==> config.mk <==
export PLATFORM = sky130hd
export DESIGN_NAME = rmm_ctrl
export DESIGN_NICKNAME = d
export VERILOG_FILES = /design/src/rtl/rmm_pkg.sv /design/src/rtl/rmm_ctrl.sv
export SDC_FILE = /design/constraint.sdc
export NUM_CORES = 1
export LEC_CHECK = 0
export ABC_CLOCK_PERIOD_IN_PS = 4600
export BUFFER_PORTS_ARGS = -buffer_cell sky130_fd_sc_hd__buf_2
export CAP_MARGIN = 15
export CORE_AREA = 10 10 47 49
export DETAILED_ROUTE_END_ITERATION = 8
export DIE_AREA = 0 0 57 59
export GPL_TIMING_DRIVEN = 0
export MAX_ROUTING_LAYER = met4
export PLACE_DENSITY = 0.48
export SYNTH_ARGS = -nofsm -noshare
export SYNTH_HDL_FRONTEND = slang
export SYNTH_SLANG_ARGS = --single-unit
==> constraint.sdc <==
create_clock -name clk -period 4.6 [get_ports clk]
set_clock_uncertainty 0.2 [all_clocks]
set_input_delay 0.23 -clock clk [delete_from_list [all_inputs] [get_ports clk]]
set_output_delay 0.23 -clock clk [all_outputs]
set_load 0.02 [all_outputs]
==> src/rtl/rmm_pkg.sv <==
`default_nettype none

package rmm_pkg;

    localparam int ADDR_W    = 16;
    localparam int DATA_W    = 16;
    localparam int BYTE_W    = 8;
    localparam int CMD_W     = 3;
    localparam int CFG_IDX_W = 3;
    localparam int REGION_W  = 2;

    // Request command codes; codes above CMD_PROBE behave as a probe
    typedef enum logic [CMD_W-1:0] {
        CMD_READ_BYTE  = 3'd0,
        CMD_WRITE_BYTE = 3'd1,
        CMD_READ_WORD  = 3'd2,
        CMD_WRITE_WORD = 3'd3,
        CMD_PROBE      = 3'd4
    } cmd_t;

    // Controller to datapath
    typedef struct packed {
        logic load;        // capture the accepted request
        logic issue;       // decode one byte and access the store
        logic second;      // byte at address+1 of a word
        logic finish;      // load the response register
    } dp_cmd_t;

    // Datapath to controller
    typedef struct packed {
        logic word;        // request touches two bytes
    } dp_stat_t;

endpackage

`default_nettype wire

==> src/rtl/rmm_ctrl.sv <==
`default_nettype none

module rmm_ctrl (
    input  wire logic              clk,
    input  wire logic              rst_n,
    input  wire logic              req_valid,
    output logic                   req_ready,
    output logic                   rsp_valid,
    input  wire logic              rsp_ready,
    output rmm_pkg::dp_cmd_t       dp_cmd,
    input  wire rmm_pkg::dp_stat_t dp_stat
);

    typedef enum logic [1:0] {
        S_IDLE,
        S_FIRST,
        S_SECOND,
        S_DONE
    } state_t;

    state_t state_reg, state_next;
    logic   rsp_valid_reg, rsp_valid_next;
    logic   finish;

    assign req_ready = (state_reg == S_IDLE);
    assign rsp_valid = rsp_valid_reg;
    assign finish    = (state_reg == S_DONE) && (!rsp_valid_reg || rsp_ready);

    assign dp_cmd.load   = req_valid && req_ready;
    assign dp_cmd.issue  = (state_reg == S_FIRST) || (state_reg == S_SECOND);
    assign dp_cmd.second = (state_reg == S_SECOND);
    assign dp_cmd.finish = finish;

    always_comb
    begin
        state_next     = state_reg;
        rsp_valid_next = rsp_valid_reg;
        if (rsp_valid_reg && rsp_ready)
        begin
            rsp_valid_next = 1'b0;
        end
        case (state_reg)
            S_IDLE:
            begin
                if (req_valid)
                begin
                    state_next = S_FIRST;
                end
            end
            S_FIRST:
            begin
                state_next = dp_stat.word ? S_SECOND : S_DONE;
            end
            S_SECOND:
            begin
                state_next = S_DONE;
            end
            S_DONE:
            begin
                if (finish)
                begin
                    state_next     = S_IDLE;
                    rsp_valid_next = 1'b1;
                end
            end
            default:
            begin
                state_next = S_IDLE;
            end
        endcase
    end

    always_ff @(posedge clk or negedge rst_n)
    begin
        if (!rst_n)
        begin
            state_reg     <= S_IDLE;
            rsp_valid_reg <= 1'b0;
        end
        else
        begin
            state_reg     <= state_next;
            rsp_valid_reg <= rsp_valid_next;
        end
    end

endmodule

`default_nettype wire

# Yosys cells after proc, flatten, opt, wreduce, memory -nomap -nowiden
# Cells that the tools add are included.
# W data, S select, Z words.
# word_totals
regBits	3
in_bits	5
output_inout_bits	6
# classes
eq_ne	5
muxes	7
reduce_logical	8
# ops
op	count
$pmux W2 S4	1
$eq A2 B2 Y1 const B	2
$mux W1	4
$mux W2	2
$ne A2 B2 Y1 const B	2
$logic_and A1 B1 Y1	3
$eq A2 B1 Y1 const B	1
$logic_not A2 Y1	1
$logic_or A1 B1 Y1	2
$reduce_and A2 Y1	1
$logic_not A1 Y1	1

# Depth between registers and ports, before layout
# Gate-level depths: netlist of run 1.
# depth
depth_word	5
ltp_mapped	5
ltp_nobuf	5

# Worst setup path before layout of run 1
# OpenSTA, ideal clock, no wires.
# synth_path
kind	reg-to-reg
startpoint	reg state_reg[0]
endpoint	reg state_reg[1]
setup_time_ns	0.125
arrival_ns	1.367
t_required_ns	4.275
path_slack_ns	2.907
stages_incl_launch_ff	6
n_path_buf	0
period_less_slack_ns	1.693
cell_sequence	dfrtp_1 -> inv_1 -> ha_1 -> inv_1 -> o21ai_2 -> mux2_4
# synth_lines
item	line	source
start: declaration	rmm_ctrl.sv:21	state_t state_reg, state_next;
start signal: assignment	rmm_ctrl.sv:82	state_reg <= state_next;
$logic_not A2 Y1 (*)	n/a	
named net req_ready	rmm_ctrl.sv:7	output logic req_ready,
$ne A2 B2 Y1 (no source line)	n/a	
$reduce_and A2 Y1 (no source line)	n/a	
# Mark *: on every way through the listed nets, which the timed path passes. The rest lies on a longest branch.
# A chain may end at the register's enable or synchronous reset.

==> impl_metrics.csv, run 1 <==
group,metric,value,unit
logic_synthesis,yosysWarnings,0,
logic_synthesis,syn-num-nets,34,
layout,layout.nets,50,
setup_path,critical-path-max-stage-delay,0.44,ns
timing,max_clock_freq,0.5549,GHz
clock_tree,cts.sinks,3,
clock_tree,clk_pin_slew,0.04,ns
timing,tightest_slew,0.2047,ns
routing,via_count,205,
timing,setup_viol,0,
logic_synthesis,ys_seq_elements,3,
setup_path,start_kind,"flip-flop",
job,maxCapViolCount,0,
layout,syn_to_final_growth,43.15,%
timing,period_share,39.17,%
routing,ant_nets,0,
routing,wirelength,524,µm
layout,largest_register_ffs,2,
global_route,grt_pass1_wl,855,µm
logic_synthesis,syn_avg_cell_area,10.27,µm²
routing,wire_per_inst,9.527,µm
global_route,antenna_found_initial,0,
global_route,first_global_vias,219,
clock_tree,cts_buffer_depth,2,
timing,slew_headroom,86.35,%
floorplanning,core-area,1401,µm²
layout,multi_input_area,145.1,µm²
clock_tree,cts_setup_buffers,0,
global_route,grt_usage,3.598,%
floorplanning,dieArea,3363,µm²
floorplanning,die_w,57,µm
layout,final-seq-area,75.07,µm²
global_route,grt_max_degree,7,
placed_design,port_buffers,10,
logic_synthesis,synth.lib_cells_used.distinct,13,
clock_tree,root_buffer,"clkbuf_4",
layout,fillCellCount,165,
setup_path,cp_max_fo,6,
layout,antennaDiodeCount,0,
clock_tree,cts_tree,"built",
timing,slew_violations,0,
logic_synthesis,ys_seq_area_share,30.46,%
routing,firstDrtPassIters,3,
setup_path,critPathKind,"flip-flop to output port",
clock_tree,cts_buffers,3,
placed_design,gp_congestion,0.6423,
setup_path,crit_path_end_kind,"output port",
floorplanning,io_pins,11,
timing,rsz0062_at_grt,"no",
logic_synthesis,netlist.area_leader.share,30.46,%
routing,drtIter0Drc,1,
logic_synthesis,synth.area.top_cells,"dfrtp_1 (30%), ha_1 (25%), buf_4 (6.1%)",
clock_tree,insertion_delay,0.23,ns
hold_path,hold_class,"input pin to flip-flop",
timing,hold_ws,0.09627,ns
outcome,status,"complete, no violations",
timing,setup_tns,0,ns
setup_path,required,4.17,ns
routing,vias_per_cell,3.727,
global_route,grt-ovfl-total,0,
clock_tree,htree_levels,1,
power_and_ir_drop,p_per_area,789.3,nW/µm²
timing,min_period,1.802,ns
floorplanning,rows,14,
setup_path,arrival,1.37,ns
setup_path,crit_slowest_cell,"dfrtp_1",
timing,hold_viol,0,
logic_synthesis,syn_area,246.5,µm²
power_and_ir_drop,leakagePower,0.0001913,µW
routing,route.detailed.drc,0,
setup_path,path_cells,"inv_1 -> ha_1 -> buf_4 -> buf_2",
logic_synthesis,synth_top_area_cell,"dfrtp_1",
layout,drive_gt1_share,43.59,%
floorplanning,chipHeight,59,µm
power_and_ir_drop,max-vdd-ir-drop,0.0002833,V
logic_synthesis,synth_cells,24,
floorplanning,start_util,17.59,%
-- timing repair --
action / 4_1_cts / 5_1_grt
hold buffers: 1 / 0
hold endpoints to repair: 3 / 0
gates resized for setup: 0 / 0
-- synthesized netlist by cell type --
cell type / n
mux2_4: 1
o21bai_1: 1
nand3b_1: 1
nor2_1: 1
ha_1: 5
buf_4: 2
dfrtp_1: 3
a2bb2oi_1: 1
o21ai_2: 1
and2_1: 2
a31oi_1: 1
nand2b_1: 2
inv_1: 3
-- cell type report --
| cell class | count | area share (%) |
|---|---|---|
| plain buffers | 2 | 4.255 |
| inverters | 3 | 3.191 |
| multi-input cells | 16 | 41.13 |
| flip-flops and latches | 3 | 21.28 |
| well taps | 16 | 5.674 |
| repair buffers | 11 | 17.02 |
| clock buffers | 4 | 7.447 |
-- routing by layer --
| layer | vias up | global-route usage (%) | share of wire [%] |
|---|---|---|---|
| met2 | 12 | 3.566 | 37 |
| met5 | - | - | 0 |
| met3 | 0 | 4.077 | 13 |
| met1 | 87 | 3.563 | 50 |
| met4 | 0 | 3.020 | 0 |
| li1 | 106 | - | - |
-- cell families (layout without fill, tap and decap cells) --
family	after synthesis	count (layout)	share of synthesized area [%]
and+or+nand+nor	6	6	14.72
buffers and inverters	5	20	10.66
adders and majority gates	5	5	25.38
muxes	1	1	6.090
AOI/OAI and AO/OA	4	4	12.69
DFF	3	3	30.46
-- stage by stage --
step | setup WS, ns | total power [µW] | util [%] | instance area, µm² | cells
floorplan | 2.908 | 191.4 | - | 246.5 | 24
global placement | 2.963 | 235.5 | 22.59 | 316.6 | 50
detailed placement | 2.964 | 235.4 | 22.59 | 316.6 | 50
CTS | 2.783 | 284.4 | 25.18 | 352.8 | 55
global route | 2.727 | 304.6 | 25.18 | 352.8 | 55
finish | 2.798 | 278.5 | 25.18 | 352.8 | 55
-- path summary, 6_finish.rpt --
kind,from,end,slack [ns],depth (start not counted)
max,state_reg[0],dp_cmd[2],2.80,4
min,rsp_ready,rsp_valid,0.1,3
max reg2reg,state_reg[0],state_reg[1],2.96,5
min reg2reg,rsp_valid,rsp_valid,0.37,2
max in group asynchronous,rst_n,state_reg[0],3.97,2
min in group asynchronous,rst_n,rsp_valid,0.12,2
-- power by group --
part           switching (µW)  internal, µW  total [µW]  leakage [µW]
combinational            89.8          83.3         173      0.000141
clock                    13.4          32.5        45.9     0.0000150
sequential               18.4          41.0        59.5     0.0000355
total                     122           157         278      0.000191
-- layout by cell type (no fill, tap or decap), types with 2 or more instances in the layout --
master / n
and2_1: 2
buf_2: 10
buf_4: 2
clkbuf_4: 3
dfrtp_1: 3
ha_1: 5
inv_1: 3
nand2b_1: 2
-- critical path: cells and delay by family (launching register included) --
| kind | cells | cell delay [ns] |
|---|---|---|
| flops | 1 | 0.44 |
| buf+inv | 3 | 0.39 |
| fa+ha+maj | 1 | 0.32 |
(Power assumes the default switching activity.)
==> run 2: changes to the inputs <==
--- a/config.mk
+++ b/config.mk
@@ -5,7 +5,7 @@
 export SDC_FILE = /design/constraint.sdc
 export NUM_CORES = 1
 export LEC_CHECK = 0
-export ABC_CLOCK_PERIOD_IN_PS = 4600
+export ABC_CLOCK_PERIOD_IN_PS = 1500
 export BUFFER_PORTS_ARGS = -buffer_cell sky130_fd_sc_hd__buf_2
 export CAP_MARGIN = 15
 export CORE_AREA = 10 10 47 49
@@ -13,7 +13,7 @@
 export DIE_AREA = 0 0 57 59
 export GPL_TIMING_DRIVEN = 0
 export MAX_ROUTING_LAYER = met4
-export PLACE_DENSITY = 0.48
+export PLACE_DENSITY = 0.5
 export SYNTH_ARGS = -nofsm -noshare
 export SYNTH_HDL_FRONTEND = slang
 export SYNTH_SLANG_ARGS = --single-unit
==> constraint.sdc (replaced) <==
create_clock -name clk -period 1.5 [get_ports clk]
set_clock_uncertainty 0.2 [all_clocks]
set_input_delay 0.075 -clock clk [delete_from_list [all_inputs] [get_ports clk]]
set_output_delay 0.075 -clock clk [all_outputs]
set_load 0.02 [all_outputs]
==> impl_metrics.csv, run 2 (same netlist as run 1, synthesis figures left out) <==
group,metric,value,unit
outcome,status,"complete, no violations",
global_route,grt_usage,4.452,%
power_and_ir_drop,p_per_area,2469,nW/µm²
clock_tree,insertion_delay,0.23,ns
routing,wire_per_inst,10.56,µm
placed_design,placed_area,329.1,µm²
global_route,first_global_vias,243,
setup_path,crit_slowest_cell,"dfrtp_2",
layout,antennaDiodeCount,0,
clock_tree,cts_buffers,3,
global_route,grt_max_degree,5,
setup_path,required,1.41,ns
clock_tree,cts.sinks,3,
setup_path,critPathKind,"flip-flop to flip-flop",
routing,drtIter0Drc,1,
timing,period_share,99.23,%
clock_tree,htree_levels,1,
layout,fin_cells,63,
routing,firstDrtPassIters,2,
timing,min_period,1.488,ns
floorplanning,rows,14,
layout,layout_common_cells,"buf_2 (7), buf_4 (6), buf_6 (4), dlygate4sd3_1 (4)",
setup_path,arrival,1.40,ns
floorplanning,core-area,1401,µm²
setup_path,critical-path-max-stage-delay,0.44,ns
layout,largest_register_ffs,2,
layout,final_common_cell,"buf_2",
routing,vias_per_cell,3.841,
setup_path,cpMostUsedCell,"inv_2",
job,maxCapViolCount,0,
routing,ant_nets,0,
placed_design,gp_congestion,0.6922,
layout,design_area,480.5,µm²
setup_path,r2r_slack,0.01,ns
timing,slew_violations,0,
setup_path,r2r_end,"state_reg[1]",
routing,route.detailed.drc,0,
placed_design,hpwl,444.9,µm
floorplanning,die_w,57,µm
clock_tree,cts_tree,"built",
setup_path,r2r-start,"state_reg[1]",
hold_path,hold_depth,4,
hold_path,hold_end,"state_reg[0]",
timing,setup_viol,0,
layout,fillCellCount,153,
clock_tree,root_buffer,"clkbuf_4",
setup_path,start_kind,"flip-flop",
timing,hold_viol,0,
global_route,antenna_found_initial,0,
floorplanning,io_pins,11,
routing,via_count,242,
power_and_ir_drop,leakagePower,0.0002301,µW
hold_path,hold_class,"input pin to flip-flop",
layout,layout.nets,58,
routing,wirelength,665,µm
global_route,grt-ovfl-total,0,
clock_tree,clk_pin_slew,0.03,ns
layout,drive_gt1_share,63.83,%
setup_path,cp_max_fo,4,
setup_path,crit_path_end_kind,"flip-flop",
timing,tightest_slew,0.1789,ns
placed_design,dp_cells,50,
timing,rsz0062_at_grt,"yes",
timing,max_clock_freq,0.6719,GHz
power_and_ir_drop,max-vdd-ir-drop,0.001148,V
layout,syn_to_final_growth,94.92,%
hold_path,hp-start,"dp_stat",
setup_path,path_cells,"inv_2 -> ha_4 -> inv_2 -> o21ai_4 -> mux2_4",
clock_tree,cts_buffer_depth,2,
setup_path,rr_worst_depth,5,
global_route,grt_pass1_wl,1048,µm
timing,slew_headroom,88.04,%
placed_design,port_buffers,10,
floorplanning,start_util,17.59,%
floorplanning,chipHeight,59,µm
floorplanning,dieArea,3363,µm²
-- run 2: metrics by stage --
step / worst slack [ns] / TNS [ns] / utilization [%] / power [µW] / hold slack (ns)
4_1_cts: -0.01043 / -0.01043 / 31.87 / 1104 / -0.06267
5_1_grt: -0.02823 / -0.04400 / 34.29 / 1272 / 0.04788
6_report: 0.01159 / 0 / 34.29 / 1186 / 0.04514
2_1_floorplan: 0.001664 / 0 / - / 632.5 / -0.4206
3_5_place_dp: -0.05098 / -0.05098 / 23.48 / 768.3 / -0.3259
3_3_place_gp: -0.05518 / -0.05518 / 23.48 / 766.2 / -0.3268
-- run 2: worst max-delay path by stage --
stage / from / end / slack (ns) / cells past startpoint
after floorplan: state_reg[0] / state_reg[1] / 0.002 / 5
after global placement: state_reg[1] / state_reg[1] / -0.06 / 4
after detailed placement: state_reg[1] / state_reg[1] / -0.05 / 4
after CTS: state_reg[1] / dp_cmd[0] / -0.01 / 4
after global routing: state_reg[1] / state_reg[1] / -0.03 / 5
final: state_reg[1] / state_reg[1] / 0.01 / 5
-- run 2: metal layers --
metal | GRT usage [%] | vias to the layer above | wire length, µm
met1 | 4.779 | 104 | 341
li1 | - | 122 | -
met5 | - | - | 0
met2 | 4.186 | 14 | 229
met4 | 3.020 | 0 | 7
met3 | 5.150 | 2 | 86
-- run 2: critical path: cells and delay by family (launching register included) --
kind,cells,cell delay [ns]
adders and majority gates,1,0.14
muxes,1,0.31
buffers and inverters,2,0.13
AOI/OAI and AO/OA,1,0.15
DFF,1,0.44
-- run 2: final cells by class --
class,instances,area [µm²],area share [%]
multi-input cells,16,180.2,37.50
repair buffers,19,142.6,29.69
flip-flops and latches,3,77.57,16.15
clock buffers,4,26.28,5.469
plain buffers,2,22.52,4.687
well taps,16,20.02,4.167
inverters,3,11.26,2.344
-- run 2: repair_timing --
| item | in CTS | in global routing |
|---|---|---|
| hold buffers | 3 | 1 |
| buffers inserted | 5 | 0 |
| gates resized for setup | 7 | 7 |
| endpoints found under the hold margin | 5 | 1 |
| pin swaps | 0 | 3 |
| endpoints found under the setup margin | 4 | 5 |
-- run 2: where the power goes --
| part | internal, µW | total, µW | switching, µW |
|---|---|---|---|
| Sequential | 132 | 188 | 56.5 |
| Combinational | 489 | 855 | 366 |
| Clock | 99.8 | 143 | 43.0 |
| Total | 720 | 1190 | 466 |
==> run 3: changes to the inputs <==
--- a/config.mk
+++ b/config.mk
@@ -6,14 +6,15 @@
 export NUM_CORES = 1
 export LEC_CHECK = 0
 export ABC_CLOCK_PERIOD_IN_PS = 1500
-export BUFFER_PORTS_ARGS = -buffer_cell sky130_fd_sc_hd__buf_2
 export CAP_MARGIN = 15
 export CORE_AREA = 10 10 47 49
+export CTS_BUF_LIST = sky130_fd_sc_hd__clkbuf_8
 export DETAILED_ROUTE_END_ITERATION = 8
 export DIE_AREA = 0 0 57 59
+export DONT_BUFFER_PORTS = 1
 export GPL_TIMING_DRIVEN = 0
 export MAX_ROUTING_LAYER = met4
-export PLACE_DENSITY = 0.5
+export PLACE_DENSITY = 0.42
 export SYNTH_ARGS = -nofsm -noshare
 export SYNTH_HDL_FRONTEND = slang
 export SYNTH_SLANG_ARGS = --single-unit
==> impl_metrics.csv, run 3 (same netlist as run 1, synthesis figures left out) <==
group,metric,value,unit
clock_tree,insertion_delay,0.21,ns
clock_tree,root_buffer,"clkbuf_8",
setup_path,cp_max_fo,4,
global_route,grt_usage,4.412,%
setup_path,cp_top_family,"flip-flops",
clock_tree,cts_tree,"built",
setup_path,arrival,1.41,ns
setup_path,worst-path-buf-inv,2,
routing,firstDrtPassIters,1,
floorplanning,start_util,17.59,%
power_and_ir_drop,p_total,1064,µW
routing,wire_per_inst,12.43,µm
setup_path,critPathKind,"flip-flop to flip-flop",
timing,setup_ws,-0.01468,ns
layout,final_common_cell,"buf_4",
setup_path,critical-path-max-stage-delay,0.42,ns
power_and_ir_drop,max-vdd-ir-drop,0.001381,V
routing,via_count,215,
clock_tree,cts.sinks,3,
power_and_ir_drop,p_clk_share,21.1,%
timing,max_clock_freq,0.6602,GHz
placed_design,gp_congestion,0.6570,
routing,drtIter0Drc,0,
clock_tree,cts_buffer_depth,2,
layout,syn_to_final_growth,72.08,%
setup_path,required,1.39,ns
timing,setup_viol,1,
layout,drive_gt1_share,50.00,%
layout,layout_common_cells,"buf_4 (7), dlygate4sd3_1 (5), inv_2 (3), ha_1 (3), clkbuf_8 (3)",
routing,route.detailed.drc,0,
power_and_ir_drop,share_comb_of_total_power,60.5,%
placed_design,port_buffers,0,
timing,rsz0062_at_grt,"yes",
power_and_ir_drop,seq_power_share,18.4,%
power_and_ir_drop,p_switching,425.8,µW
global_route,grt_util_met3,6.009,%
layout,largest_register_ffs,2,
routing,vias_per_cell,3.981,
setup_path,crit_slowest_cell,"dfrtp_2",
floorplanning,core-area,1401,µm²
layout,fillCellCount,152,
routing,wirelength,671,µm
global_route,grt-busiest-layer,"met3",
outcome,status,"complete, but fails checks",
layout,fin_cells,54,
setup_path,path_cells,"inv_2 -> ha_4 -> inv_2 -> o21ai_4 -> mux2_4",
hold_path,hold_class,"input pin to flip-flop",
power_and_ir_drop,p_int,638.3,µW
placed_design,dp_cells,40,
timing,min_period,1.515,ns
timing,slew_violations,0,
outcome,violations,"negative setup slack",
timing,period_share,101.0,%
layout,layout.nets,49,
timing,hold_viol,0,
placed_design,hpwl,434.4,µm
global_route,met1_usage,3.832,%
global_route,met2_usage,5.581,%
timing,slew_headroom,82.87,%
job,maxCapViolCount,0,
global_route,grt_max_degree,5,
timing,tightest_slew,0.2570,ns
timing,hold_ws,0.1073,ns
floorplanning,io_pins,11,
power_and_ir_drop,p_per_area,2509,nW/µm²
global_route,antenna_found_initial,0,
clock_tree,clk_pin_slew,0.03,ns
layout,antennaDiodeCount,0,
floorplanning,dieArea,3363,µm²
setup_path,cpMostUsedCell,"inv_2",
floorplanning,chipHeight,59,µm
power_and_ir_drop,leakagePower,0.0001955,µW
global_route,first_global_vias,242,
setup_path,crit_path_end_kind,"flip-flop",
clock_tree,htree_levels,1,
floorplanning,die_w,57,µm
clock_tree,cts_buffers,3,
routing,ant_nets,0,
setup_path,start_kind,"flip-flop",
global_route,grt-ovfl-total,0,
floorplanning,rows,14,
power_and_ir_drop,sw_frac_of_total,40.02,%
global_route,grt_pass1_wl,1083,µm
==> run 3: changes by cell type in the layout (fill, tap and decap cells not counted) <==
cell,previous run,this run
and2_4,1,0
clkbuf_8,0,3
clkbuf_1,1,0
inv_1,0,1
clkbuf_4,3,0
and2_1,1,2
ha_2,0,1
dlygate4sd3_1,4,5
ha_4,2,1
buf_4,6,7
buf_2,7,0
buf_6,4,0
==> run 3: cell type report <==
type / count / area, µm² / area share [%]
clock inverter: 1 / 3.754 / 0.8850
clock buffer: 3 / 41.29 / 9.735
inverter: 3 / 11.26 / 2.655
timing repair buffer: 10 / 87.58 / 20.65
buffer: 2 / 15.01 / 3.540
multi-input combinational: 16 / 167.7 / 39.53
tap: 16 / 20.02 / 4.720
sequential: 3 / 77.57 / 18.29
==> run 3: through the flow <==
step / TNS, ns / setup WS [ns] / area (µm²) / util, %
after CTS: -0.03217 / -0.03217 / 396.6 / 28.30
after global routing: -0.07434 / -0.06289 / 424.2 / 30.27
after global placement: -0.03638 / -0.03638 / 279.0 / 19.91
after detailed placement: -0.08949 / -0.08949 / 279.0 / 19.91
after floorplan: 0 / 0.001664 / 259.0 / -
final: -0.01468 / -0.01468 / 424.2 / 30.27
==> run 3: power groups by stage <==
stage	registers, µW	logic [µW]	clock network, µW
after floorplan	191	441	0
after global placement	201	480	0
after detailed placement	206	498	0
after CTS	194	609	232
after global routing	204	702	245
final	196	644	225
==> run 3: layer usage <==
layer / wire length, µm / share of wire, %
met1: 288 / 43
met2: 261 / 39
met3: 116 / 17
met4: 5 / 0.75
met5: 0 / 0
==> run 3: final timing paths <==
| check | startpoint | to | slack, ns | depth (start not counted) |
|---|---|---|---|---|
| min in group asynchronous | rst_n | rsp_valid | 0.46 | 2 |
| hold / removal | rsp_ready | state_reg[0] | 0.11 | 3 |
| max in group asynchronous | rst_n | state_reg[1] | 0.49 | 2 |
| setup / recovery | state_reg[1] | state_reg[1] | -0.01 | 5 |
| hold reg to reg | state_reg[1] | rsp_valid | 0.46 | 2 |
| setup reg to reg | state_reg[1] | state_reg[1] | -0.01 | 5 |
==> run 3: timing repair <==
| item | in CTS | in global routing |
|---|---|---|
| gates cloned | 0 | 0 |
| endpoints found under the hold margin | 6 | 1 |
| gates resized for setup | 3 | 2 |
| setup endpoints to repair | 2 | 2 |
| hold buffers | 4 | 1 |
| pin swaps | 2 | 2 |
| buffers inserted | 4 | 1 |
==> run 3: worst register-to-register path, stage by stage, from the launching register on <==
cell and delay (ns):
dfrtp_2 0.42, inv_2 0.09, ha_4 0.19, inv_2 0.05
o21ai_4 0.13, mux2_4 0.30
